File: src/rtl/cgntt_pkg.sv
// cgntt_pkg: shared constants, types and arithmetic helpers for the
// constant-geometry ntt core; no dependencies
package cgntt_pkg;

    localparam int POINTS      = 256;
    localparam int HALF_POINTS = POINTS / 2;
    localparam int AW          = $clog2(POINTS);
    localparam int TW_AW       = $clog2(HALF_POINTS);
    localparam int STAGES      = AW;

    localparam logic [31:0] MOD_Q     = 32'd8380417;
    localparam logic [31:0] MONT_QINV = 32'd58728449;
    localparam logic [31:0] INV_SCALE = 32'd16382;

    localparam logic [2:0] OP_LOAD_COEF = 3'd0;
    localparam logic [2:0] OP_LOAD_FWD  = 3'd1;
    localparam logic [2:0] OP_LOAD_INV  = 3'd2;
    localparam logic [2:0] OP_RUN       = 3'd3;
    localparam logic [2:0] OP_READ      = 3'd4;

    localparam logic KIND_READ = 1'b0;
    localparam logic KIND_DONE = 1'b1;

    localparam logic [1:0] REG_INVERSE_MODE = 2'd0;

    // controller -> datapath commands
    typedef struct packed {
        logic            rd_en;      // issue a coefficient read
        logic [AW-1:0]   rd_addr;
        logic            tw_en;      // issue a twiddle read
        logic [TW_AW-1:0] tw_addr;
        logic            tw_inv;
        logic            ld_x;       // capture first operand of a pair
        logic            ld_y;       // capture second operand, start butterfly
        logic            first;      // stage 0: no multiply
        logic            scale;      // final scaling pass
        logic [TW_AW-1:0] j;         // pair index of the butterfly being started
    } t_dp_cmd;

    function automatic logic [7:0] bitrev8(input logic [7:0] v);
        logic [7:0] r;
        for (int k = 0; k < 8; k++) r[k] = v[7-k];
        return r;
    endfunction

endpackage

File: src/rtl/cgntt_ctrl.sv
// cgntt_ctrl: sequencer for load, read and the eight-stage transform
// depends on cgntt_pkg
module cgntt_ctrl (
    input  logic                     i_clk,
    input  logic                     i_rst_n,
    input  logic                     i_start,
    input  logic [2:0]               i_op,
    input  logic [cgntt_pkg::AW-1:0] i_index,
    input  logic                     i_inverse,
    input  logic                     i_wb_busy,
    output cgntt_pkg::t_dp_cmd       o_cmd,
    output logic                     o_bank,
    output logic                     o_ext_we,
    output logic                     o_tw_we_fwd,
    output logic                     o_tw_we_inv,
    output logic                     o_busy,
    output logic                     o_rd_strobe,  // read data valid next cycle
    output logic                     o_done
);
    import cgntt_pkg::*;

    localparam logic [2:0] S_IDLE  = 3'd0;
    localparam logic [2:0] S_ISSUE = 3'd1;
    localparam logic [2:0] S_DRAIN = 3'd2;
    localparam logic [2:0] S_DONE  = 3'd3;

    logic [2:0] r_state, n_state;
    logic [3:0] r_stage, n_stage;       // 0..7 butterflies, 8 scaling
    logic [AW:0] r_cnt, n_cnt;          // issue slot counter
    logic       r_bank, n_bank;
    logic       r_inv, n_inv;
    logic       w_acc;

    assign w_acc = i_start && (r_state == S_IDLE);

    always_comb begin
        logic [TW_AW-1:0] j;
        logic [2:0] s;
        n_state = r_state;
        n_stage = r_stage;
        n_cnt   = r_cnt;
        n_bank  = r_bank;
        n_inv   = r_inv;
        o_cmd   = '0;
        o_ext_we    = w_acc && (i_op == OP_LOAD_COEF);
        o_tw_we_fwd = w_acc && (i_op == OP_LOAD_FWD) && !i_index[AW-1];
        o_tw_we_inv = w_acc && (i_op == OP_LOAD_INV) && !i_index[AW-1];
        o_rd_strobe = w_acc && (i_op == OP_READ);
        o_done = 1'b0;
        j = r_cnt[AW-1:1];
        s = 3'd7 - r_stage[2:0];
        if (o_rd_strobe) begin
            o_cmd.rd_en   = 1'b1;
            o_cmd.rd_addr = i_index;
        end
        case (r_state)
            S_IDLE: begin
                if (w_acc && i_op == OP_RUN) begin
                    n_state = S_ISSUE;
                    n_stage = '0;
                    n_cnt   = '0;
                    n_inv   = i_inverse;
                end
            end
            S_ISSUE: begin
                o_cmd.rd_en  = 1'b1;
                o_cmd.tw_inv = r_inv;
                if (r_stage[3]) begin
                    // scaling: one coefficient per slot through the multiplier
                    o_cmd.rd_addr = r_cnt[AW-1:0];
                    o_cmd.ld_y    = 1'b1;
                    o_cmd.scale   = 1'b1;
                    o_cmd.j       = r_cnt[AW-1:1];
                    o_cmd.first   = r_cnt[0];
                end else begin
                    o_cmd.j     = j;
                    o_cmd.first = (r_stage == 4'd0);
                    if (r_stage == 4'd0)
                        o_cmd.rd_addr = bitrev8({j, r_cnt[0]});
                    else
                        o_cmd.rd_addr = {j, r_cnt[0]};
                    o_cmd.ld_x = !r_cnt[0];
                    o_cmd.ld_y = r_cnt[0];
                    o_cmd.tw_en   = r_cnt[0];
                    o_cmd.tw_addr = (j >> s) << s;
                end
                n_cnt = r_cnt + 1'b1;
                if (r_cnt == (AW+1)'(POINTS - 1)) n_state = S_DRAIN;
            end
            S_DRAIN: begin
                if (!i_wb_busy) begin
                    n_bank = !r_bank;
                    n_cnt  = '0;
                    if (r_stage == 4'(STAGES - 1) && !r_inv) begin
                        n_state = S_DONE;
                    end else if (r_stage[3]) begin
                        n_state = S_DONE;
                    end else begin
                        n_stage = r_stage + 1'b1;
                        n_state = S_ISSUE;
                    end
                end
            end
            S_DONE: begin
                o_done  = 1'b1;
                n_state = S_IDLE;
            end
            default: n_state = S_IDLE;
        endcase
    end

    always_ff @(posedge i_clk) begin
        if (!i_rst_n) begin
            r_state <= S_IDLE;
            r_stage <= '0;
            r_cnt   <= '0;
            r_bank  <= 1'b0;
            r_inv   <= 1'b0;
        end else begin
            r_state <= n_state;
            r_stage <= n_stage;
            r_cnt   <= n_cnt;
            r_bank  <= n_bank;
            r_inv   <= n_inv;
        end
    end

    assign o_bank = r_bank;
    assign o_busy = (r_state != S_IDLE);

`ifndef SYNTHESIS
    a_done_from_drain: assert property (@(posedge i_clk) disable iff (!i_rst_n)
        o_done |-> $past(r_state == S_DRAIN)) else $error("done out of order");
    a_idle_no_bf: assert property (@(posedge i_clk) disable iff (!i_rst_n)
        (r_state == S_IDLE) |-> !o_cmd.ld_y) else $error("butterfly while idle");
    a_bank_flip: assert property (@(posedge i_clk) disable iff (!i_rst_n)
        (r_bank != $past(r_bank)) |-> $past(r_state == S_DRAIN))
        else $error("bank flipped outside drain");
`endif
endmodule

File: config.mk
export PLATFORM = sky130hd
export DESIGN_NAME = cgntt_ctrl
export DESIGN_NICKNAME = d
export VERILOG_FILES = /design/src/rtl/cgntt_pkg.sv /design/src/rtl/cgntt_ctrl.sv
export SDC_FILE = /design/constraint.sdc
export NUM_CORES = 1
export LEC_CHECK = 0
export BUFFER_PORTS_ARGS = -buffer_cell sky130_fd_sc_hd__buf_4
export CORE_ASPECT_RATIO = 1.2
export CORE_MARGIN = 5
export CORE_UTILIZATION = 45
export CTS_BUF_LIST = sky130_fd_sc_hd__clkbuf_16
export DETAILED_ROUTE_END_ITERATION = 8
export GPL_ROUTABILITY_DRIVEN = 0
export PLACE_DENSITY_LB_ADDON = 0.15
export RECOVER_POWER = 25
export SYNTH_ARGS = -nofsm -noshare
export SYNTH_HDL_FRONTEND = slang
export SYNTH_SLANG_ARGS = --single-unit
File: constraint.sdc
create_clock -name i_clk -period 1.9 [get_ports i_clk]
set_input_delay 0.38 -clock i_clk [delete_from_list [all_inputs] [get_ports i_clk]]
set_output_delay 0.38 -clock i_clk [all_outputs]
set_load 0.01 [all_outputs]
## After elaboration in Yosys (flattened, before gate mapping)

Cells that the tools add are included.

- $add $sub $neg: 3
- Eq/ne operators: 14
- Shift-type cells: 2
- Mux-type cells: 23
- Bitwise operators: 1
- Reduce and logical (&&, ||, !) cells: 25

Operators with widths:

| kind | number |
|---|---|
| two-way mux 29 bit | 1 |
| two-way mux 9 bit | 3 |
| case mux 9 bit (3 select lines) | 1 |
| two-way mux 8 bit | 3 |
| two-way mux 4 bit | 4 |
| equality test 3 x 2 -> 1 bit, second input constant | 4 |
| adder 9 x 1 -> 9 bit, second input constant | 1 |
| equality test 9 x 8 -> 1 bit, second input constant | 1 |
| logical AND 1 bit | 9 |
| two-way mux 3 bit | 3 |
| case mux 3 bit (3 select lines) | 1 |
| != test 2 bit, second input constant | 4 |
| case mux 4 bit (2 select lines) | 1 |
| left shift 7 x 3 -> 7 bit | 1 |
| >> shifter 7 x 3 -> 7 bit | 1 |
| equality test 3 x 1 -> 1 bit, second input constant | 2 |
| logical NOT 3 bit | 2 |
| two-way mux 2 bit | 3 |
| AND reduction 3 bit | 2 |
| nonzero test 3 bit | 2 |
| AND reduction 5 bit | 1 |
| adder 4 x 1 -> 4 bit, second input constant | 1 |
| equality test 4 x 3 -> 1 bit, second input constant | 1 |
| logical NOT 1 bit | 4 |
| other kinds (9) | 12 |

- Register bits: 18
- Bits of input ports: 16
- Word-level logic and storage cells: 74

## Depth between registers and ports, before layout

- Word-level depth: 5
- Depth in mapped cells: 8

## Least setup slack after synthesis

OpenSTA, ideal clock, no wires.

- Path kind: reg-to-output
- Start: register r_stage[1]
- End: output port o_cmd[20] in the netlist's numbering
- Data arrival time: 1530 ps
- Required time: 1520 ps
- Slack: -10 ps
- Cell stages (with the launch flop): 7
- Path through: dfxtp_1 inv_1 ha_1 nor3b_1 buf_1 mux2i_1 o21ai_0

RTL lines:

| what | RTL line | RTL |
|---|---|---|
| from (decl) | cgntt_ctrl.sv:28 | `logic [3:0] r_stage, n_stage;` |
| from (signal assigned) | cgntt_ctrl.sv:121 | `r_stage <= n_stage;` |
| to (decl) | cgntt_ctrl.sv:11 | `output cgntt_pkg::t_dp_cmd o_cmd,` |

## Worst setup path after layout

- Start: register r_state[0]
- End: output port o_tw_we_fwd

- Word-level cells in the longest chain between the ends: 4

RTL lines:

| what | RTL line | RTL |
|---|---|---|
| from (decl) | cgntt_ctrl.sv:27 | `logic [2:0] r_state, n_state;` |
| from (signal assigned) | cgntt_ctrl.sv:120 | `r_state <= n_state;` |
| logical NOT 3 bit | cgntt_ctrl.sv:34 | `assign w_acc = i_start && (r_state == S_IDLE);` |
| logical AND 1 bit | cgntt_ctrl.sv:34 |  |
| logical AND 1 bit (2 in series) | cgntt_ctrl.sv:46 | `o_tw_we_fwd = w_acc && (i_op == OP_LOAD_FWD) && !i_index[AW-1];` |
| to (decl) | cgntt_ctrl.sv:14 | `output logic o_tw_we_fwd,` |

Every way passes these cells.

==> impl_metrics.py <==
metrics = {
    "critical_path": {
        "crit_type": "reg2out",
        "r2r_cells": 4,
        "path_cells": "or4b_1 > nor4b_4 > buf_4",
        "slowest_delay_ns": 0.62,
        "startpoint_type": "register",
        "worstPathArrival_ns": 1.68,
        "cp-end-kind": "primary output",
        "slowest_stage": "or4b_1",
        "cp_max_fo": 4,
        "required_ns": 1.52,
    },
    "floorplanning": {
        "ios": 52,
        "die_y_um": 68.8,
        "num_rows": 21,
        "fp.coreArea_mm2": 0.00279,
        "die-area_mm2": 0.00406,
        "start_util": 0.465,
        "dieWidth_um": 59.0,
    },
    "routing": {
        "drtPass1Iterations": 4,
        "wl_um": 3770,
        "drt_iter0_drc": 39,
        "via_per_inst": 5.28,
        "wl_per_cell_um": 14.0,
        "num_vias": 1420,
        "postRouteAntennaNets": 0,
        "route.detailed.drc": 0,
    },
    "global_route": {
        "antenna_found_initial": 0,
        "grt_max_degree": 16,
        "grt_usage": 0.194,
        "grt_pass1_wl_um": 6090,
        "grt_overflow": 0,
        "grt_pass1_vias": 1354,
    },
    "sta": {
        "tightestPinTransition_ns": 0.513,
        "tns_ns": -1.18,
        "fin_crit_sh": 1.08,
        "slew_headroom": 0.654,
        "slew_violations": 0,
        "rsz0062_at_grt": "true",
        "hold_ws_ns": 0.398,
        "max_freq_mhz": 486,
        "period_minus_slack_ns": 2.06,
        "setup_slack_ns": -0.158,
        "setup_viol": 10,
        "finClkSkew_ns": 0.00116,
        "hold_viol": 0,
    },
    "synth": {
        "synth_top_area_frac": 0.263,
        "synth_commonest_cells": "nor2_1 (21), nand2_1 (18), dfxtp_1 (17)",
        "synth_area_mm2": 0.00130,
        "synth-edff-count": 0,
        "postSynth.asyncResetShare": 0,
        "ys_top_cells_by_area": "dfxtp_1 (26%), mux2i_1 (7.7%), and2_1 (6.3%)",
        "synthCells": 173,
        "synth_cell_type_count": 42,
        "synth-seq-cells": 17,
        "synth_top_area_cell": "dfxtp_1",
        "synth_area_per_cell_um2": 7.49,
        "synth.net_count": 193,
        "seq_area_frac_synth": 0.263,
        "synth.yosys.warnings": 0,
        "ys.flop_type": "dfxtp_1",
        "synthMostInstantiatedCell": "nor2_1",
    },
    "pwr": {
        "p_per_area_mw_per_mm2": 445,
        "p_int_mw": 0.689,
        "power_frac_comb": 0.118,
        "switchingPower_mw": 0.184,
        "switching_share": 0.211,
        "pwr-share-clk": 0.469,
        "p_seq_frac": 0.413,
        "p_leak_nw": 0.910,
        "peakVddDrop_mv": 0.389,
        "p_total_mw": 0.873,
    },
    "clock_network": {
        "htreeDepth": 1,
        "clk_path_buf_depth": 2,
        "cts_tree": "built",
        "numCtsBuffers": 3,
        "path_clk_slew_ns": 0.05,
        "cts_hold_buffers": 0,
        "clkLatencyLatePin_ns": 0.24,
        "clock-sinks": 17,
        "cts_root_buf": "clkbuf_16",
    },
    "status": {
        "violations": "negative setup slack",
        "outcome": "finished with violations",
    },
    "layout": {
        "num_antenna_cells": 0,
        "drive_gt1_frac": 0.370,
        "area_growth_pct": 51.3,
        "postLayoutCoreUtil": 0.704,
        "nets": 256,
    },
    "hold_path": {
        "hold_depth": 3,
        "hold_path.class": "in2reg",
    },
    "placement": {
        "io_buffers": 51,
        "dpl.hpwl_um": 2860,
        "place_ws_ns": 0.0429,
    },
    "job": {
        "cap_viol_max_count": 0,
    },
}
stage by stage:
| step | cells | area, um^2 |
|---|---|---|
| after floorplan | 173 | 1300 |
| after global placement | 261 | 1770 |
| after detailed placement | 261 | 1770 |
| after CTS | 267 | 1910 |
| after global routing | 269 | 1960 |
| final | 269 | 1960 |
metal layers:
| metal | vias up | track usage | wire (um) |
|---|---|---|---|
| li1 | 728 | - | - |
| met1 | 638 | 0.213 | 1550 |
| met2 | 48 | 0.362 | 1890 |
| met3 | 6 | 0.0298 | 274 |
| met4 | 0 | 0.0907 | 50 |
| met5 | - | 0 | 0 |
cell families after synthesis:
family                   after synthesis  share of synthesized area
XOR/XNOR                               5                     0.0338
multiplexers                          10                     0.0772
AND/OR/NAND/NOR                       87                      0.366
AO/OA/AOI/OAI                         34                      0.164
flip-flops                            17                      0.263
adder cells (fa/ha/maj)                4                     0.0386
buffers and inverters                 16                     0.0579
cell usage in the layout, fill, tap and decap left out, types with 2 or more instances in the layout:
master	Yosys	final
nand3b_1	2	2
o2111ai_1	3	3
dfxtp_1	17	14
o21ai_1	0	8
and2_1	13	13
nand2_1	18	18
nand3_1	2	2
nor2_1	21	20
o21ai_0	12	5
inv_2	0	2
and3_1	4	4
inv_1	4	3
ha_1	4	3
dfxtp_2	0	2
a22oi_1	2	2
nor4b_4	0	2
clkbuf_16	0	3
buf_6	1	2
clkbuf_1	6	2
o21a_1	3	3
or2_0	0	2
xor2_1	4	4
mux2i_1	10	9
buf_4	1	65
nor3_1	4	3
nor2b_1	7	7
a21oi_1	8	7
worst max-delay path, delay by kind of cell (launching register included):
kind / cells / cell delay (ns)
AND/OR/NAND/NOR: 2 / 0.94
flip-flops: 1 / 0.34
buffers and inverters: 1 / 0.16
layout make-up:
class | count | area (um^2)
inverter | 4 | 15.0
multi-input combinational | 140 | 955
sequential | 17 | 347
clock inverter | 1 | 3.75
fill | 243 | 825
tap | 34 | 42.5
clock buffer | 3 | 75.1
timing repair buffer | 70 | 523
sequential cells by signal, summed over array words and instances, names as in the netlist:
signal	cells
r_cnt	9
r_stage	4
r_state	2
o_bank	1
r_inv	1
final timing paths:
| path | startpoint | endpoint | slack, ns |
|---|---|---|---|
| setup reg to reg | r_state[0]$_SDFFE_PN0P_ | r_stage[0]$_SDFFE_PN0P_ | 0.05 |
| hold / removal | i_inverse | r_inv$_SDFFE_PN0P_ | 0.40 |
| setup / recovery | r_state[0]$_SDFFE_PN0P_ | o_tw_we_fwd | -0.16 |
| hold reg to reg | r_cnt[8]$_SDFFE_PN0P_ | r_cnt[8]$_SDFFE_PN0P_ | 0.52 |
power by group through the flow:
stage	Clock, mW	Combinational (mW)	Sequential, mW
floorplan	0	0.0440	0.368
global placement	0	0.0929	0.368
finish	0.410	0.103	0.360
global route	0.445	0.113	0.360
detailed placement	0	0.0955	0.368
CTS	0.421	0.100	0.361
repair_timing:
action	CTS	global route
setup endpoints to repair	14	17
cloned	1	0
gates resized for setup	19	13
buffers inserted	1	2
pin swaps	2	5
No activity file was read; power rests on OpenSTA's default activity.
